**src/design/abi_queue.sv**
```systemverilog
`timescale 1ns / 1ps
// Small synchronous first-in first-out queue with full and empty flags.
module abi_queue #(
  parameter int WIDTH = 8,
  parameter int DEPTH = 4
) (
  input  logic             clk,
  input  logic             rst,
  input  logic             push,
  input  logic [WIDTH-1:0] wdata,
  output logic             full,
  input  logic             pop,
  output logic [WIDTH-1:0] rdata,
  output logic             empty
);

  localparam int PTR_W = (DEPTH > 1) ? $clog2(DEPTH) : 1;
  localparam int CNT_W = $clog2(DEPTH + 1);

  logic [WIDTH-1:0] store [DEPTH];
  logic [PTR_W-1:0] wr_ptr;
  logic [PTR_W-1:0] rd_ptr;
  logic [CNT_W-1:0] count;
  logic             do_push;
  logic             do_pop;

  assign full    = (count == CNT_W'(DEPTH));
  assign empty   = (count == '0);
  assign do_push = push && !full;
  assign do_pop  = pop && !empty;
  assign rdata   = store[rd_ptr];

  always_ff @(posedge clk) begin
    if (do_push) begin
      store[wr_ptr] <= wdata;
    end
  end

  always_ff @(posedge clk) begin
    if (rst) begin
      wr_ptr <= '0;
      rd_ptr <= '0;
      count  <= '0;
    end else begin
      if (do_push) begin
        wr_ptr <= (wr_ptr == PTR_W'(DEPTH - 1)) ? '0 : wr_ptr + 1'b1;
      end
      if (do_pop) begin
        rd_ptr <= (rd_ptr == PTR_W'(DEPTH - 1)) ? '0 : rd_ptr + 1'b1;
      end
      if (do_push && !do_pop) begin
        count <= count + 1'b1;
      end else if (do_pop && !do_push) begin
        count <= count - 1'b1;
      end
    end
  end

endmodule

```
**config.mk**
```make
export PLATFORM = sky130hd
export DESIGN_NAME = abi_queue
export DESIGN_NICKNAME = d
export VERILOG_FILES = /design/src/design/abi_queue.sv
export SDC_FILE = /design/constraint.sdc
export NUM_CORES = 1
export LEC_CHECK = 0
export BUFFER_PORTS_ARGS = -buffer_cell sky130_fd_sc_hd__buf_2
export CAP_MARGIN = 20
export CORE_ASPECT_RATIO = 1.1
export CORE_MARGIN = 2
export CORE_UTILIZATION = 50
export DETAILED_ROUTE_END_ITERATION = 12
export PLACE_DENSITY = 0.74
export SLEW_MARGIN = 20
export SYNTH_ARGS = -nofsm -noshare
export SYNTH_HDL_FRONTEND = slang
export SYNTH_SLANG_ARGS = --single-unit
export TNS_END_PERCENT = 30
```
**constraint.sdc**
```tcl
create_clock -name clk -period 2.1 [get_ports clk]
set_input_delay 0 -clock clk [delete_from_list [all_inputs] [get_ports clk]]
set_output_delay 0 -clock clk [all_outputs]
set_load 0.05 [all_outputs]
```
==> key figures <==
Timing
  – Max frequency: 498.4 MHz
  – Post-Route Setup TNS: 0 ps
  – Minimum clock period: 2007 ps
  – RSZ-0062 raised after global routing: false
  – Count of pins over their slew limit: 0
  – Hold Violations, Final: 0
  – Period utilisation layout: 0.9555
  – Least-Margin Pin Slew: 523.5 ps
  – Skew final: 9.065 ps
  – Slew headroom: 0.6506
  – WHS: 158.3 ps
  – Setup-failing EPs final: 0

Placed design
  – Gp weighted congestion: 0.6735
  – HPWL after detailed placement: 1.807 mm
  – PortBufs: 21

Worst setup path
  – Crit Path Max Fanout: 3
  – Worst path bufs/invs: 2
  – Data required time of the critical path: 2380 ps
  – CP cell instances: or3b_4 > clkinv_8 > nor2_4 > ha_4 > inv_1 > fa_2 > xor2_1 > or3_4 > a21oi_2
  – FF-to-FF End: count[2]
  – CP Class: reg -> reg
  – Crit-path slowest cell: fa_2
  – Max incr delay on CP: 380 ps
  – Critical Path AT: 2290 ps
  – Nature of the critical path endpoint: flip-flop
  – CP top delay family: simple AND/OR/NAND/NOR gates
  – R2R setup slack: 90 ps
  – Startpoint types: flip-flop
  – Reg2reg start: count[2]
  – Reg2Reg Depth: 9

Synth
  – Cells after Synth: 92
  – Seq/Total Area, Yosys: 0.6935
  – Async set-reset flop share out of synthesis: 0
  – Cell area after synthesis: 1645 um2
  – Yosys Warn Count: 0
  – Share of the synthesized area in the top cell type: 0.5840
  – Top_reg_cell synth: edfxtp_1
  – Cell variety after synth: 26
  – Syn avg cell area: 17.88 um2
  – Post-Syn Nets: 111
  – Top cells by count, synth: edfxtp_1, dfxtp_1, mux4_2
  – Top-count cell post-synth: edfxtp_1
  – Top post-synthesis cells by area: edfxtp_1, dfxtp_1, mux4_2
  – Number of enable flip-flop cells after synthesis: 32
  – Post-synthesis register bit count: 41
  – Synth area leader: edfxtp_1

CTS
  – Clock-pin transition on the worst setup and hold timing paths: 110 ps
  – H-tree depth: 2
  – Worst skew pair latency: 340 ps
  – Clk root buf: clkbuf_4
  – TritonCTS Sinks: 41
  – CTS tree: built
  – CTS buffer count: 5
  – Max Buffers Root-to-Sink: 2

Floorplanning
  – Initial core utilization: 0.5307
  – Core area: 3100 um2
  – IO Pins: 22
  – Die height: 64.17 um
  – Die Width: 58.70 um
  – Die Area: 3766 um2
  – Row count: 21

Run
  – Max Cap Viol: 0

Power and ir drop
  – Leak: 0.7584 nW
  – Worst IR Drop VDD: 895.4 uV
  – Power density cells: 1157 nW/um2

Hold path
  – Worst hold start: pop
  – WHS Path Cells: 5
  – Worst min path class: in -> reg

Run status
  – Status: complete, but fails checks
  – Failing checks: design-rule violations

GRT
  – Largest net degree at the start of global routing: 13
  – Vias in the first global route: 937
  – First-pass GRT wire length: 4.126 mm
  – All-Layer GR Usage: 0.1564
  – GRT overflow: 0
  – Antenna violations before repair: 0

Detailed routing
  – Post-route ant nets: 0
  – Starting DRT DRC Count: 19
  – DR vias: 906
  – DR pass1 iterations: 8
  – Routed len/inst: 15.32 um
  – DRC violations left: 3
  – DRT Wirelength: 2.558 mm
  – Via/cell ratio: 5.425

Final layout
  – Final Util: 0.6517
  – Final #Nets: 151
  – Antenna diodes: 0
  – # fillers: 222
  – Area of the multi-input gates: 495.5 um2
  – Share of cells above drive strength 1: 0.4361
  – Synthesis-to-finish area growth: 22.81%
  – Register Area: 1150 um2
[worst min-delay path: cells and delay by family]
family	cells	cell delay, ps
AND/OR/NAND/NOR	1	60
AO/OA/AOI/OAI	2	150
buffers and inverters	2	250
[kinds of logic after synthesis]
group	share of synthesized area
adders and majority gates	0.05779
DFF	0.6935
buffers and inverters	0.02889
muxes	0.1217
and+or+nand+nor	0.05704
AOI/OAI and AO/OA	0.03041
xor gates and xnor gates	0.01065
[cell type report]
cell class	count	area share
flip-flops and latches	41	0.5690
inverters	5	0.01548
repair buffers	37	0.1238
clock buffers	6	0.02043
multi-input cells	42	0.2452
well taps	34	0.02105
clock inverters	2	0.004954
[power by group]
group | internal, mW | total (mW) | switching (mW)
Sequential | 0.998 | 1.09 | 0.0926
Clock | 0.128 | 0.364 | 0.237
Combinational | 0.353 | 0.883 | 0.530
[metal layers]
layer / global-route usage / part of all wire / up-vias / wire (um)
li1: - / - / 432 / -
met1: 0.1628 / 0.40 / 447 / 1023
met2: 0.2781 / 0.53 / 20 / 1362
met3: 0.03644 / 0.039 / 7 / 99
met4: 0.09375 / 0.028 / 0 / 72
met5: 0 / 0 / - / 0
[stage by stage]
step	instance area, um2	power [mW]	setup slack [ps]	std cells
final	2021	2.337	93.45	167
after global routing	2021	2.466	2.610	167
after CTS	1983	2.309	3.246	166
after detailed placement	1829	1.930	-57.93	148
after global placement	1829	1.904	17.71	148
after floorplan	1668	1.738	3.210	92
[cells in the final DEF (no fill, tap or decap), types with 3 or more instances in the layout]
| master | n |
|---|---|
| mux4_2 | 8 |
| ha_1 | 5 |
| buf_2 | 21 |
| dfxtp_1 | 6 |
| buf_4 | 6 |
| nor2_1 | 3 |
| clkbuf_4 | 5 |
| dlygate4sd3_1 | 10 |
| inv_1 | 4 |
| and3_2 | 4 |
| edfxtp_1 | 32 |
[state kept, by name (all words and copies together) (netlist names), named ones only]
| signal | cells |
|---|---|
| store | 32 |
| count | 3 |
| rd_ptr | 2 |
| wr_ptr | 2 |
[how the worst max path moves through the flow]
stage	from	to	slack (ps)	depth (start not counted)
6_report	count[2]	count[2]	90	9
2_1_floorplan	count[2]	count[2]	3	10
3_5_place_dp	count[1]	count[2]	-60	9
4_1_cts	count[2]	count[2]	3	8
3_3_place_gp	count[1]	count[2]	20	9
5_1_grt	count[2]	count[2]	3	9
[timing repair]
| item | CTS | global route |
|---|---|---|
| setup endpoints to repair | 1 | 1 |
| gates resized for setup | 1 | 6 |
| cloned | 0 | 0 |
| hold endpoints to repair | 41 | 0 |
| pin swaps | 1 | 3 |
| hold buffers | 10 | 0 |
| buffers inserted | 0 | 1 |
No activity file was read; power rests on OpenSTA's default activity.
