[config.mk]
export PLATFORM = sky130hd
export DESIGN_NAME = abi_front
export DESIGN_NICKNAME = d
export VERILOG_FILES = /design/src/design/abi_pkg.sv /design/src/design/abi_front.sv
export SDC_FILE = /design/constraint.sdc
export NUM_CORES = 1
export LEC_CHECK = 0
export BUFFER_PORTS_ARGS = -buffer_cell sky130_fd_sc_hd__buf_2
export CAP_MARGIN = 20
export CORE_ASPECT_RATIO = 0.9
export CORE_MARGIN = 5
export CORE_UTILIZATION = 30
export CTS_BUF_LIST = sky130_fd_sc_hd__clkbuf_2 sky130_fd_sc_hd__clkbuf_4 sky130_fd_sc_hd__clkbuf_8
export DETAILED_ROUTE_END_ITERATION = 8
export GPL_TIMING_DRIVEN = 0
export PLACE_DENSITY = 0.9
export SETUP_SLACK_MARGIN = 0.15
export SYNTH_ARGS = -nofsm -noshare
export SYNTH_HDL_FRONTEND = slang
export SYNTH_SLANG_ARGS = --single-unit
[constraint.sdc]
create_clock -name clk -period 5.21 [get_ports clk]
set_input_delay 1.042 -clock clk [delete_from_list [all_inputs] [get_ports clk]]
set_output_delay 1.042 -clock clk [all_outputs]
set_load 0.02 [all_outputs]
[src/design/abi_pkg.sv]
`timescale 1ns / 1ps
// Types, constants and helper functions shared by the integrator modules.
package abi_pkg;

  // Input item as it arrives on the push side.
  typedef struct packed {
    logic [3:0]          component;
    logic signed [31:0]  state_value;
    logic signed [31:0]  derivative_value;
    logic                last_component;
  } in_item_t;

  // Result item as it leaves on the pop side.
  typedef struct packed {
    logic [3:0]          out_component;
    logic signed [31:0]  new_value;
    logic [2:0]          order_used;
    logic                saturated;
  } out_item_t;

  // Classified item handed from the front to the back.
  typedef struct packed {
    logic [3:0]          component;
    logic [3:0]          idx;
    logic [1:0]          slot;
    logic [2:0]          used;
    logic signed [31:0]  state_value;
    logic signed [31:0]  derivative_value;
  } desc_t;

  // Configuration port.
  localparam int CFG_IDX_W  = 1;
  localparam int CFG_DATA_W = 17;
  localparam logic [CFG_IDX_W-1:0] REG_METHOD_ORDER = 1'd0;
  localparam logic [CFG_IDX_W-1:0] REG_STEP_SIZE    = 1'd1;
  localparam logic [2:0]  METHOD_ORDER_RESET = 3'd1;
  localparam logic [16:0] STEP_SIZE_RESET    = 17'd655;

  // Queue depths (powers of two).
  localparam int DESC_DEPTH = 4;
  localparam int OUT_DEPTH  = 16;

  // Coefficient numerators over 24, one row per order.
  localparam logic signed [7:0] COEF_NUM [4][4] = '{
    '{8'sd24,  8'sd0,   8'sd0,  8'sd0},
    '{8'sd36, -8'sd12,  8'sd0,  8'sd0},
    '{8'sd46, -8'sd32,  8'sd10, 8'sd0},
    '{8'sd55, -8'sd59,  8'sd37, -8'sd9}
  };

  // Datapath widths.
  localparam int SUM_W  = 40;   // sum of four coefficient products
  localparam int PROD_W = 58;   // sum times step size
  localparam int T_W    = PROD_W - 19;

  // Divide by 24 * 65536 = 3 * 2^19: add half, shift by 19, divide by 3.
  localparam logic [PROD_W-1:0] ROUND_BIAS = PROD_W'(786432);
  localparam logic [T_W-1:0]    SAT_LIMIT  = T_W'(64'h3_0000_0000);
  localparam logic [19:0]       DIV3_MUL   = 20'd699051;  // ceil(2^21 / 3)

  // Exact floor(n / 3) for n below 2^19.
  function automatic logic [17:0] div3(input logic [18:0] n);
    logic [38:0] p;
    p = 39'(n) * 39'(DIV3_MUL);
    return p[38:21];
  endfunction

endpackage

[src/design/abi_front.sv]
`timescale 1ns / 1ps
// Front end: accepts items, tracks step head and history fill, classifies items.
module abi_front #(
  parameter int VECTOR_SIZE = 16,
  parameter int MAX_ORDER   = 4
) (
  input  logic              clk,
  input  logic              rst,
  input  logic [2:0]        method_order,
  input  logic              push,
  input  abi_pkg::in_item_t item,
  input  logic              desc_full,
  output logic              desc_push,
  output abi_pkg::desc_t    desc
);

  logic [3:0] idx_tbl [16];
  logic [1:0] head;
  logic [2:0] fill;
  logic [2:0] ord;
  logic [2:0] used;
  logic       accept;

  // Component to history row, worked out at elaboration.
  for (genvar g = 0; g < 16; g++) begin : g_idx
    assign idx_tbl[g] = 4'(g % VECTOR_SIZE);
  end

  always_comb begin
    accept = push && !desc_full;
    ord = (method_order inside {[3'd1:3'd4]}) ? method_order : 3'd1;
    if (ord > 3'(MAX_ORDER)) begin
      ord = 3'(MAX_ORDER);
    end
    used = fill + 3'd1;
    if (used > ord) begin
      used = ord;
    end
    desc.component        = item.component;
    desc.idx              = idx_tbl[item.component];
    desc.slot             = head;
    desc.used             = used;
    desc.state_value      = item.state_value;
    desc.derivative_value = item.derivative_value;
  end

  assign desc_push = accept;

  // Advance the ring head and the fill count at the end of each step.
  always_ff @(posedge clk) begin
    if (rst) begin
      head <= '0;
      fill <= '0;
    end else if (accept && item.last_component) begin
      head <= (head == 2'(MAX_ORDER - 1)) ? 2'd0 : head + 2'd1;
      if (fill < 3'(MAX_ORDER)) begin
        fill <= fill + 3'd1;
      end
    end
  end

endmodule

==> results of run 1 <==
-- layout make-up --
type,count,area share
inverters,4,0.01071
multi-input cells,32,0.1714
clock buffers,4,0.02143
well taps,40,0.03571
flip-flops and latches,5,0.07143
repair buffers,85,0.3036
plain buffers,72,0.3857
-- worst min-delay path, cell delays in order, from the launching register on --
cell and delay (ns):
sky130_fd_sc_hd__dfxtp_1 0.30, sky130_fd_sc_hd__o21ai_0 0.06, sky130_fd_sc_hd__a21oi_1 0.06
-- cells in the mapped netlist --
cell type                   n  area [µm²]
sky130_fd_sc_hd__buf_4     72       540.5
sky130_fd_sc_hd__nor2_1     6       22.52
sky130_fd_sc_hd__dfxtp_1    5       100.1
sky130_fd_sc_hd__ha_1       5       62.56
sky130_fd_sc_hd__inv_1      4       15.01
sky130_fd_sc_hd__mux2i_1    3       30.03
sky130_fd_sc_hd__a21oi_1    2       10.01
sky130_fd_sc_hd__nand2_1    2       7.510
sky130_fd_sc_hd__nand2b_1   2       12.51
sky130_fd_sc_hd__xnor2_1    2       17.52
sky130_fd_sc_hd__a21o_1     1       7.510
sky130_fd_sc_hd__a31oi_1    1       6.260
sky130_fd_sc_hd__a32oi_2    1       16.27
sky130_fd_sc_hd__and2b_1    1       7.510
sky130_fd_sc_hd__mux2_1     1       11.26
sky130_fd_sc_hd__nand3b_1   1       7.510
sky130_fd_sc_hd__nor2b_1    1       6.260
sky130_fd_sc_hd__nor3_1     1       5.000
sky130_fd_sc_hd__o21ai_0    1       5.000
sky130_fd_sc_hd__o21ai_1    1       5.000
-- flip-flops by register name, summed over array words and instances (netlist names) --
| register | cells |
|---|---|
| fill | 3 |
| head | 2 |
-- power by group --
part           switching, mW  internal [mW]
clock network         0.0163         0.0342
registers            0.00111         0.0395
logic                 0.0679         0.0654
total                 0.0853          0.139
-- through the flow --
stage,util,hold WS [ns],std cells
global placement,0.4871,0.4671,238
floorplan,-,0.4513,113
global route,0.4978,0.5106,242
finish,0.4978,0.4755,242
CTS,0.4978,0.4802,242
detailed placement,0.4871,0.4744,238
-- cells by family (layout without fill, tap and decap cells) --
logic type / after synthesis / count (layout) / synth area share
AND/OR/NAND/NOR: 14 / 14 / 0.07682
multiplexers: 4 / 4 / 0.04609
XOR/XNOR: 2 / 2 / 0.01956
buffers and inverters: 76 / 165 / 0.6201
flip-flops: 5 / 5 / 0.1117
AO/OA/AOI/OAI: 7 / 7 / 0.05587
adder cells (fa/ha/maj): 5 / 5 / 0.06983
-- final timing paths --
kind	start	endpoint	slack (ns)	depth (start not counted)
setup / recovery	method_order[2]	desc[64]	1.46	9
hold / removal	fill[1]$_SDFFE_PP0P_	fill[1]$_SDFFE_PP0P_	0.48	2
setup reg to reg	fill[0]$_SDFFE_PP0P_	fill[1]$_SDFFE_PP0P_	4.28	3
hold reg to reg	fill[1]$_SDFFE_PP0P_	fill[1]$_SDFFE_PP0P_	0.48	2
-- layer usage --
layer,share of wire,vias up
met5,0,-
met4,0,0
met3,0.15,0
met2,0.53,72
met1,0.32,380
li1,-,461
==> metrics.json, run 1 <==
{
  "outcome": {"value": "complete, no violations"},
  "worstMarginPinSlew": {"value": 0.2796, "unit": "ns"},
  "place_worst_setup_slack": {"value": 1.450, "unit": "ns"},
  "holdCritPathClass": {"value": "reg -> reg"},
  "initial_utilization": {"value": 0.3182},
  "cts_sinks": {"value": 5},
  "worstSkewPairLatency": {"value": 0.24, "unit": "ns"},
  "mostFrequentLayoutCells": {"value": "85 x sky130_fd_sc_hd__buf_2, 72 x sky130_fd_sc_hd__buf_4, 6 x sky130_fd_sc_hd__nor2_1"},
  "critPathMaxFanout": {"value": 3},
  "placed_cell_area": {"value": 1371, "unit": "µm²"},
  "h_tree_depth": {"value": 1},
  "vdd_ir_drop_max": {"value": 0.1033, "unit": "mV"},
  "num-fill-cells": {"value": 262},
  "hold_viol": {"value": 0},
  "netlist-cell-type-count": {"value": 20},
  "timing.final.crit_share": {"value": 0.7192},
  "die_w": {"value": 67.60, "unit": "µm"},
  "layout-drive-gt1-share": {"value": 0.8020},
  "cpPeakStageDelay": {"value": 0.35, "unit": "ns"},
  "cts.repair.resized": {"value": 0},
  "worst_ep_arrival_time": {"value": 2.71, "unit": "ns"},
  "total_power": {"value": 0.2244, "unit": "mW"},
  "power_density": {"value": 160.1, "unit": "nW/µm²"},
  "busiest_layer": {"value": "met2"},
  "antenna_found_initial": {"value": 0},
  "total_core_area": {"value": 2815, "unit": "µm²"},
  "port-buffer-count": {"value": 85},
  "finalWeightedCongestion": {"value": 0.7011},
  "worst_setup_hold_path_clk_slew": {"value": 0.04, "unit": "ns"},
  "grt_first_pass_wirelength": {"value": 3.139, "unit": "mm"},
  "grt.met1_usage": {"value": 0.1104},
  "regArea": {"value": 100.1, "unit": "µm²"},
  "use_met3": {"value": 0.01799},
  "crit_path_cell_trace": {"value": "buf_2 > nand2b_1 > a21o_1 > ha_1 > and2b_1 > o21ai_1 > a32oi_2 > mux2_1 > buf_2"},
  "fmaxAchievable": {"value": 266.9, "unit": "MHz"},
  "rows": {"value": 18},
  "met2_track_demand_over_resource": {"value": 0.1775},
  "dp_hpwl": {"value": 2.408, "unit": "mm"},
  "critical_path.slowest_cell": {"value": "sky130_fd_sc_hd__mux2_1"},
  "synth.yosys.seq_area_share": {"value": 0.1117},
  "area_overhead_vs_synth": {"value": 56.42, "unit": "%"},
  "crit_buf_inv": {"value": 2},
  "gr-usage-all-layers": {"value": 0.09712},
  "globalRouteOverflowTotal": {"value": 0},
  "tritoncts": {"value": "yes"},
  "finalNetCount": {"value": 284},
  "finalWorstPathRequiredPeriod": {"value": 3.747, "unit": "ns"},
  "unrepaired_setup_endpoints_after_global_routing": {"value": "false"},
  "route.detailed.wl_per_inst": {"value": 10.55, "unit": "µm"},
  "synth_area": {"value": 895.9, "unit": "µm²"},
  "wirelength": {"value": 2.554, "unit": "mm"},
  "critPathMostFrequentCell": {"value": "sky130_fd_sc_hd__buf_2"},
  "cts_hold_buffers": {"value": 0},
  "fin_skew": {"value": 0.003871, "unit": "ns"},
  "gate_family_responsible_for_the_most_delay_along_the_worst_path": {"value": "compound AO/OA/AOI/OAI gates"},
  "via_count": {"value": 913},
  "drt_iter0_drc": {"value": 9},
  "post-cts-setup-buffer-count": {"value": 0},
  "multi_input_gate_area_in_the_final_layout": {"value": 240.2, "unit": "µm²"},
  "synthesis.instances": {"value": 113},
  "antenna_cells_inserted": {"value": 0},
  "tritoncts.num_buffers": {"value": 3},
  "detailedRoute.firstPassIterationCount": {"value": 4},
  "maximum_number_of_pins_on_one_net_before_global_route_repair": {"value": 6},
  "io_pins": {"value": 154},
  "postLayoutSetupSlackWorst": {"value": 1.463, "unit": "ns"},
  "root_buffer_selected_by_cts": {"value": "sky130_fd_sc_hd__clkbuf_4"},
  "yosysWarnings": {"value": 0},
  "floorplan.die_area": {"value": 4180, "unit": "µm²"},
  "first_global_vias": {"value": 801},
  "drv.max_cap_violation_count": {"value": 0},
  "postSynthAreaPerCell": {"value": 7.928, "unit": "µm²"},
  "synth.ff_latch_count": {"value": 5},
  "cp-end-kind": {"value": "output pin"},
  "max-clock-path-buffers": {"value": 2},
  "layout_commonest_cell": {"value": "sky130_fd_sc_hd__buf_2"},
  "timing.slew.headroom": {"value": 0.8136},
  "vias_per_cell": {"value": 3.773},
  "die_y": {"value": 61.84, "unit": "µm"},
  "final_cell_area": {"value": 1401, "unit": "µm²"},
  "path_class": {"value": "in -> out"},
  "antenna_violating_nets_post_route": {"value": 0},
  "leakage": {"value": 0.8648, "unit": "nW"},
  "timing.setup.tns": {"value": 0, "unit": "ns"},
  "setup_violations": {"value": 0},
  "maxSlewViolCount": {"value": 0},
  "synth_fp_nets": {"value": 194},
  "drcViolationCount": {"value": 0},
  "crit_required": {"value": 4.17, "unit": "ns"},
  "cp-start-kind": {"value": "primary input"}
}
(Power assumes the default switching activity.)
==> run 2, diff against run 1 <==
- CORE_UTILIZATION: 30 -> 28
- PLACE_DENSITY: 0.9 -> 0.85
- clock period: 5.21 -> 3.9 ns (I/O delays scaled with it)
==> metrics.json, run 2 (synthesis gave the netlist of run 1 again) <==
{
  "outcome": {"value": "complete, no violations"},
  "critical_path.reg2reg.startpoint": {"value": "fill[0]$_SDFFE_PP0P_"},
  "critical_path.slowest_cell": {"value": "sky130_fd_sc_hd__mux2_1"},
  "vdd_ir_drop_max": {"value": 0.1060, "unit": "mV", "change": "+2.6%"},
  "floorplan.die_area": {"value": 4432, "unit": "µm²", "change": "+6.0%"},
  "cts_hold_buffers": {"value": 0, "change": "unchanged"},
  "cp-start-kind": {"value": "primary input"},
  "holdPathEnd": {"value": "fill[1]$_SDFFE_PP0P_"},
  "largest_register": {"value": "fill"},
  "detailedRoute.firstPassIterationCount": {"value": 2, "change": "-2"},
  "route.detailed.wl_per_inst": {"value": 10.40, "unit": "µm", "change": "-1.4%"},
  "maximum_number_of_pins_on_one_net_before_global_route_repair": {"value": 6, "change": "unchanged"},
  "total_core_area": {"value": 3067, "unit": "µm²", "change": "+8.9%"},
  "final_cell_area": {"value": 1404, "unit": "µm²", "change": "+0.18%"},
  "post-cts-setup-buffer-count": {"value": 0, "change": "unchanged"},
  "whs_path_depth": {"value": 2, "change": "unchanged"},
  "power_density": {"value": 214.7, "unit": "nW/µm²", "change": "+34%"},
  "crit_reg_reg_endpoint": {"value": "fill[1]$_SDFFE_PP0P_"},
  "setup_violations": {"value": 0, "change": "unchanged"},
  "leakage": {"value": 0.8648, "unit": "nW", "change": "unchanged"},
  "path_class": {"value": "in -> out"},
  "largest_registers": {"value": "fill (3), head (2)"},
  "antenna_cells_inserted": {"value": 0, "change": "unchanged"},
  "antenna_found_initial": {"value": 0, "change": "unchanged"},
  "cp-end-kind": {"value": "output pin"},
  "drt_iter0_drc": {"value": 2, "change": "-7"},
  "globalRouteOverflowTotal": {"value": 0, "change": "unchanged"},
  "cpPeakStageDelay": {"value": 0.35, "unit": "ns", "change": "about the same"},
  "layout_commonest_cell": {"value": "sky130_fd_sc_hd__buf_2"},
  "r2r_setup_slack": {"value": 2.98, "unit": "ns", "change": "-1.30 ns"},
  "crit_buf_inv": {"value": 2, "change": "unchanged"},
  "mostFrequentLayoutCells": {"value": "85 x sky130_fd_sc_hd__buf_2, 72 x sky130_fd_sc_hd__buf_4, 6 x sky130_fd_sc_hd__nor2_1"},
  "area_overhead_vs_synth": {"value": 56.70, "unit": "%"},
  "total_power": {"value": 0.3014, "unit": "mW", "change": "+34%"},
  "tritoncts.num_buffers": {"value": 3, "change": "unchanged"},
  "worstMarginPinSlew": {"value": 0.3105, "unit": "ns", "change": "+0.03090 ns"},
  "cts.repair.resized": {"value": 0, "change": "unchanged"},
  "maxSlewViolCount": {"value": 0, "change": "unchanged"},
  "first_global_vias": {"value": 920, "change": "+15%"},
  "place_worst_setup_slack": {"value": 0.6610, "unit": "ns", "change": "-0.7886 ns"},
  "worstSkewPairLatency": {"value": 0.25, "unit": "ns", "change": "about the same"},
  "initial_utilization": {"value": 0.2921, "change": "-0.02610"},
  "io_pins": {"value": 154, "change": "unchanged"},
  "fmaxAchievable": {"value": 308.3, "unit": "MHz"},
  "via_count": {"value": 904, "change": "-0.99%"},
  "h_tree_depth": {"value": 1, "change": "unchanged"},
  "largest_register_ffs": {"value": 3, "change": "unchanged"},
  "hold_start": {"value": "fill[1]$_SDFFE_PP0P_"},
  "worst_setup_hold_path_clk_slew": {"value": 0.04, "unit": "ns", "change": "about the same"},
  "hold_viol": {"value": 0, "change": "unchanged"},
  "postLayoutSetupSlackWorst": {"value": 0.6567, "unit": "ns", "change": "-0.8062 ns"},
  "dp_hpwl": {"value": 2.352, "unit": "mm", "change": "-2.3%"},
  "holdCritPathClass": {"value": "reg -> reg"},
  "die_y": {"value": 63.66, "unit": "µm", "change": "+2.9%"},
  "cts_sinks": {"value": 5, "change": "unchanged"},
  "max-clock-path-buffers": {"value": 2, "change": "unchanged"},
  "finalWeightedCongestion": {"value": 0.7461, "change": "+6.4%"},
  "timing.slew.headroom": {"value": 0.7930, "change": "-0.02060"},
  "timing.setup.tns": {"value": 0, "unit": "ns", "change": "unchanged"},
  "rows": {"value": 19, "change": "+1"},
  "worstRegToRegCells": {"value": 3, "change": "unchanged"},
  "grt_first_pass_wirelength": {"value": 3.815, "unit": "mm", "change": "+22%"},
  "wirelength": {"value": 2.538, "unit": "mm", "change": "-0.63%"},
  "die_w": {"value": 69.63, "unit": "µm", "change": "+3.0%"},
  "tritoncts": {"value": "yes"},
  "drcViolationCount": {"value": 0, "change": "unchanged"},
  "gate_family_responsible_for_the_most_delay_along_the_worst_path": {"value": "compound AO/OA/AOI/OAI gates"},
  "timing.final.crit_share": {"value": 0.8316},
  "placed_cell_area": {"value": 1374, "unit": "µm²", "change": "+0.18%"},
  "crit_path_cell_trace": {"value": "buf_2 > nand2b_1 > a21o_1 > ha_1 > and2b_1 > o21ai_1 > a32oi_2 > mux2_1 > buf_2"},
  "crit_required": {"value": 3.12, "unit": "ns", "change": "-1.05 ns"},
  "root_buffer_selected_by_cts": {"value": "sky130_fd_sc_hd__clkbuf_4"},
  "critPathMostFrequentCell": {"value": "sky130_fd_sc_hd__buf_2"},
  "critPathMaxFanout": {"value": 3, "change": "unchanged"},
  "antenna_violating_nets_post_route": {"value": 0, "change": "unchanged"},
  "finalWorstPathRequiredPeriod": {"value": 3.243, "unit": "ns"},
  "finalNetCount": {"value": 284, "change": "unchanged"},
  "fin_skew": {"value": 0.005426, "unit": "ns", "change": "+0.001556 ns"},
  "port-buffer-count": {"value": 85, "change": "unchanged"},
  "fin_util": {"value": 0.4578, "change": "-0.04001"},
  "unrepaired_setup_endpoints_after_global_routing": {"value": "false"},
  "vias_per_cell": {"value": 3.705, "change": "-1.8%"},
  "layout-drive-gt1-share": {"value": 0.8020, "change": "unchanged"},
  "drv.max_cap_violation_count": {"value": 0, "change": "unchanged"},
  "worst_ep_arrival_time": {"value": 2.46, "unit": "ns", "change": "-0.25 ns"},
  "gr-usage-all-layers": {"value": 0.1002, "change": "+0.003081"}
}
## run 2: cell type report
class,instances,area (µm²)
tap,42,52.55
inverter,4,15.01
fill,316,1663
sequential,5,100.1
multi-input combinational,32,240.2
buffer,72,540.5
clock buffer,4,30.03
timing repair buffer,85,425.4
## run 2: worst max-delay path by stage
stage	from	end	slack, ns	cells after the start
after global routing	method_order[2]	desc[64]	0.57	9
after floorplan	method_order[2]	desc[65]	0.92	7
after global placement	method_order[2]	desc[64]	0.69	9
after detailed placement	method_order[2]	desc[64]	0.66	9
final	method_order[2]	desc[64]	0.66	9
after CTS	method_order[2]	desc[64]	0.66	9
## run 2: stage by stage
step	instances	hold WS, ns
after floorplan	113	0.4513
after global placement	240	0.4671
final	244	0.5010
after CTS	244	0.5011
after detailed placement	240	0.4955
after global routing	244	0.5579
## run 2: where the power goes
group	switching, mW	internal [mW]
Combinational	0.0910	0.0874
Clock	0.0231	0.0457
Sequential	0.00143	0.0527
Total	0.116	0.186
## run 2: metal layers
metal,vias up,global-route usage,wire length (µm),share of wire
met5,-,0,0,0
met4,0,0.02871,0,0
met3,0,0.04769,375,0.15
met2,73,0.1917,1413,0.56
met1,368,0.09475,749,0.30
li1,463,-,-,-
## run 2: worst register-to-register path, stage by stage, from the launching register on
cell                      delay (ns)
sky130_fd_sc_hd__dfxtp_1        0.34
sky130_fd_sc_hd__ha_1           0.34
sky130_fd_sc_hd__nand2_1        0.07
sky130_fd_sc_hd__a21oi_1        0.06
==> run 3, diff against run 2 <==
- CORE_UTILIZATION: 28 -> 25
- PLACE_DENSITY: 0.85 -> 0.8
- clock period: 3.9 -> 2.97 ns (I/O delays scaled with it)
==> metrics.json, run 3 (synthesis gave the netlist of run 1 again) <==
{
  "regArea": {"value": 101.3, "unit": "µm²", "change": "+1.2%"},
  "unrepaired_setup_endpoints_after_global_routing": {"value": "true"},
  "crit_required": {"value": 2.38, "unit": "ns", "change": "-0.74 ns"},
  "holdPathEnd": {"value": "fill[1]$_SDFFE_PP0P_"},
  "path_class": {"value": "in -> out"},
  "io_pins": {"value": 154, "change": "unchanged"},
  "h_tree_depth": {"value": 1, "change": "unchanged"},
  "globalRouteOverflowTotal": {"value": 0, "change": "unchanged"},
  "antenna_cells_inserted": {"value": 0, "change": "unchanged"},
  "die_y": {"value": 66.79, "unit": "µm", "change": "+4.9%"},
  "fin_util": {"value": 0.4350, "change": "-0.02274"},
  "maximum_number_of_pins_on_one_net_before_global_route_repair": {"value": 6, "change": "unchanged"},
  "layout-drive-gt1-share": {"value": 0.8341, "change": "+0.03217"},
  "fmaxAchievable": {"value": 364.0, "unit": "MHz"},
  "timing.setup.tns": {"value": 0, "unit": "ns", "change": "unchanged"},
  "power.internal": {"value": 0.2948, "unit": "mW", "change": "+59%"},
  "cts_hold_buffers": {"value": 0, "change": "unchanged"},
  "holdCritPathClass": {"value": "reg -> reg"},
  "finalWeightedCongestion": {"value": 0.7092, "change": "-4.9%"},
  "largest_register_ffs": {"value": 3, "change": "unchanged"},
  "antenna_violating_nets_post_route": {"value": 0, "change": "unchanged"},
  "route.detailed.wl_per_inst": {"value": 10.29, "unit": "µm", "change": "-1.0%"},
  "tritoncts.num_buffers": {"value": 3, "change": "unchanged"},
  "grt_first_pass_wirelength": {"value": 3.332, "unit": "mm", "change": "-13%"},
  "layout_commonest_cell": {"value": "sky130_fd_sc_hd__buf_2"},
  "placedCellCount": {"value": 242, "change": "+0.83%"},
  "die_w": {"value": 73.10, "unit": "µm", "change": "+5.0%"},
  "combPwrFrac": {"value": 0.544, "change": "-0.048"},
  "hold_start": {"value": "fill[1]$_SDFFE_PP0P_"},
  "cp-start-kind": {"value": "primary input"},
  "worst_setup_hold_path_clk_slew": {"value": 0.03, "unit": "ns", "change": "about the same"},
  "max-clock-path-buffers": {"value": 2, "change": "unchanged"},
  "critical_path.reg2reg.startpoint": {"value": "fill[0]$_SDFFE_PP0P_"},
  "floorplan.die_area": {"value": 4882, "unit": "µm²", "change": "+10%"},
  "largest_registers": {"value": "fill (3), head (2)"},
  "worst_ep_arrival_time": {"value": 2.15, "unit": "ns", "change": "-0.31 ns"},
  "port-buffer-count": {"value": 85, "change": "unchanged"},
  "worstMarginPinSlew": {"value": 0.2030, "unit": "ns", "change": "-0.1075 ns"},
  "rows": {"value": 20, "change": "+1"},
  "multi_input_gate_area_in_the_final_layout": {"value": 267.8, "unit": "µm²", "change": "+11%"},
  "largest_register": {"value": "fill"},
  "total_core_area": {"value": 3428, "unit": "µm²", "change": "+12%"},
  "hold_viol": {"value": 0, "change": "unchanged"},
  "power_density": {"value": 301.9, "unit": "nW/µm²", "change": "+41%"},
  "fin_hold_ws": {"value": 0.4800, "unit": "ns", "change": "-0.02096 ns"},
  "via_count": {"value": 913, "change": "+1.0%"},
  "crit_reg_reg_endpoint": {"value": "fill[1]$_SDFFE_PP0P_"},
  "netSwitchingPower": {"value": 0.1554, "unit": "mW", "change": "+35%"},
  "net_switching_share_of_the_total_power": {"value": 0.3452, "change": "-0.03796"},
  "critPathMaxFanout": {"value": 3, "change": "unchanged"},
  "power_frac_clock": {"value": 0.296, "change": "+0.068"},
  "drt_iter0_drc": {"value": 12, "change": "+10"},
  "finalNetCount": {"value": 287, "change": "+1.1%"},
  "worstRegToRegCells": {"value": 3, "change": "unchanged"},
  "tritoncts": {"value": "yes"},
  "first_global_vias": {"value": 798, "change": "-13%"},
  "wirelength": {"value": 2.563, "unit": "mm", "change": "+0.99%"},
  "vias_per_cell": {"value": 3.667, "change": "-1.0%"},
  "gr-usage-all-layers": {"value": 0.08359, "change": "-0.01660"},
  "worstSkewPairLatency": {"value": 0.22, "unit": "ns", "change": "-0.03 ns"},
  "drv.max_cap_violation_count": {"value": 0, "change": "unchanged"},
  "setup_violations": {"value": 0, "change": "unchanged"},
  "fin_skew": {"value": 0.0007894, "unit": "ns", "change": "-0.004637 ns"},
  "mostFrequentLayoutCells": {"value": "82 x sky130_fd_sc_hd__buf_2, 77 x sky130_fd_sc_hd__buf_4, 6 x sky130_fd_sc_hd__nor2_1"},
  "vdd_ir_drop_max": {"value": 0.2782, "unit": "mV", "change": "+160%"},
  "cp-end-kind": {"value": "output pin"},
  "root_buffer_selected_by_cts": {"value": "sky130_fd_sc_hd__clkbuf_8"},
  "outcome": {"value": "complete, no violations"},
  "antenna_found_initial": {"value": 0, "change": "unchanged"},
  "num-fill-cells": {"value": 350, "change": "+11%"},
  "non_filler_instance_count_after_layout": {"value": 249, "change": "+2.0%"},
  "maxSlewViolCount": {"value": 0, "change": "unchanged"},
  "timing.final.crit_share": {"value": 0.9249},
  "initial_utilization": {"value": 0.2613, "change": "-0.03081"},
  "area_overhead_vs_synth": {"value": 66.48, "unit": "%"},
  "r2r_setup_slack": {"value": 2.07, "unit": "ns", "change": "-0.91 ns"},
  "cts_sinks": {"value": 5, "change": "unchanged"},
  "finalWorstPathRequiredPeriod": {"value": 2.747, "unit": "ns"},
  "whs_path_depth": {"value": 2, "change": "unchanged"},
  "leakage": {"value": 0.8988, "unit": "nW", "change": "+3.9%"},
  "drcViolationCount": {"value": 0, "change": "unchanged"},
  "timing.slew.headroom": {"value": 0.8642, "change": "+0.07124"},
  "detailedRoute.firstPassIterationCount": {"value": 4, "change": "+2"},
  "sequentialPowerShare": {"value": 0.159, "change": "-0.021"}
}
## run 3: worst max-delay path: stages
cell and delay [ns]:
sky130_fd_sc_hd__buf_8 0.10, sky130_fd_sc_hd__nand2b_4 0.14, sky130_fd_sc_hd__a21o_1 0.19, sky130_fd_sc_hd__ha_2 0.16
sky130_fd_sc_hd__and2b_1 0.19, sky130_fd_sc_hd__o21ai_1 0.07, sky130_fd_sc_hd__a32oi_2 0.20, sky130_fd_sc_hd__buf_4 0.16
sky130_fd_sc_hd__mux2i_1 0.19, sky130_fd_sc_hd__buf_4 0.16
## run 3: cell type report
type,count,share of cell area
Buffer,72,0.3624
Timing Repair Buffer,88,0.3104
Clock buffer,4,0.03272
Inverter,4,0.01007
Multi-Input combinational cell,32,0.1795
Tap cell,44,0.03691
Sequential cell,5,0.06795
## run 3: worst max path at each step
stage	startpoint	endpoint	slack (ns)	cells past startpoint
finish	method_order[2]	desc[65]	0.22	10
global route	method_order[2]	desc[65]	0.13	10
CTS	method_order[2]	desc[65]	0.17	10
detailed placement	method_order[2]	desc[64]	0.11	9
global placement	method_order[2]	desc[64]	0.13	9
floorplan	method_order[2]	desc[65]	0.36	7
## run 3: power by group through the flow
stage               clock [mW]  combinational (mW)  sequential [mW]
CTS                      0.138               0.240           0.0715
finish                   0.133               0.245           0.0718
floorplan                    0               0.174           0.0732
global placement             0               0.234           0.0724
global route             0.146               0.261           0.0721
detailed placement           0               0.236           0.0725
## run 3: routing by layer
metal | vias up | share of wire | track usage
met4 | 0 | 0.0082 | 0.02765
met2 | 66 | 0.53 | 0.1618
met1 | 375 | 0.32 | 0.08661
met3 | 3 | 0.14 | 0.01961
li1 | 469 | - | -
met5 | - | 0 | 0
## run 3: per-stage QoR
| stage | setup WS, ns | power (mW) | cell area (µm²) |
|---|---|---|---|
| 6_report | 0.2230 | 0.4502 | 1491 |
| 2_1_floorplan | 0.3629 | 0.2469 | 895.9 |
| 5_1_grt | 0.1342 | 0.4796 | 1491 |
| 4_1_cts | 0.1736 | 0.4495 | 1433 |
| 3_3_place_gp | 0.1308 | 0.3063 | 1376 |
| 3_5_place_dp | 0.1085 | 0.3086 | 1376 |
## run 3: what timing repair did
| item | in CTS | in global routing |
|---|---|---|
| pin swaps | 1 | 3 |
| setup endpoints to repair | 1 | 3 |
| setup buffers | 1 | 2 |
| gates resized for setup | 0 | 10 |
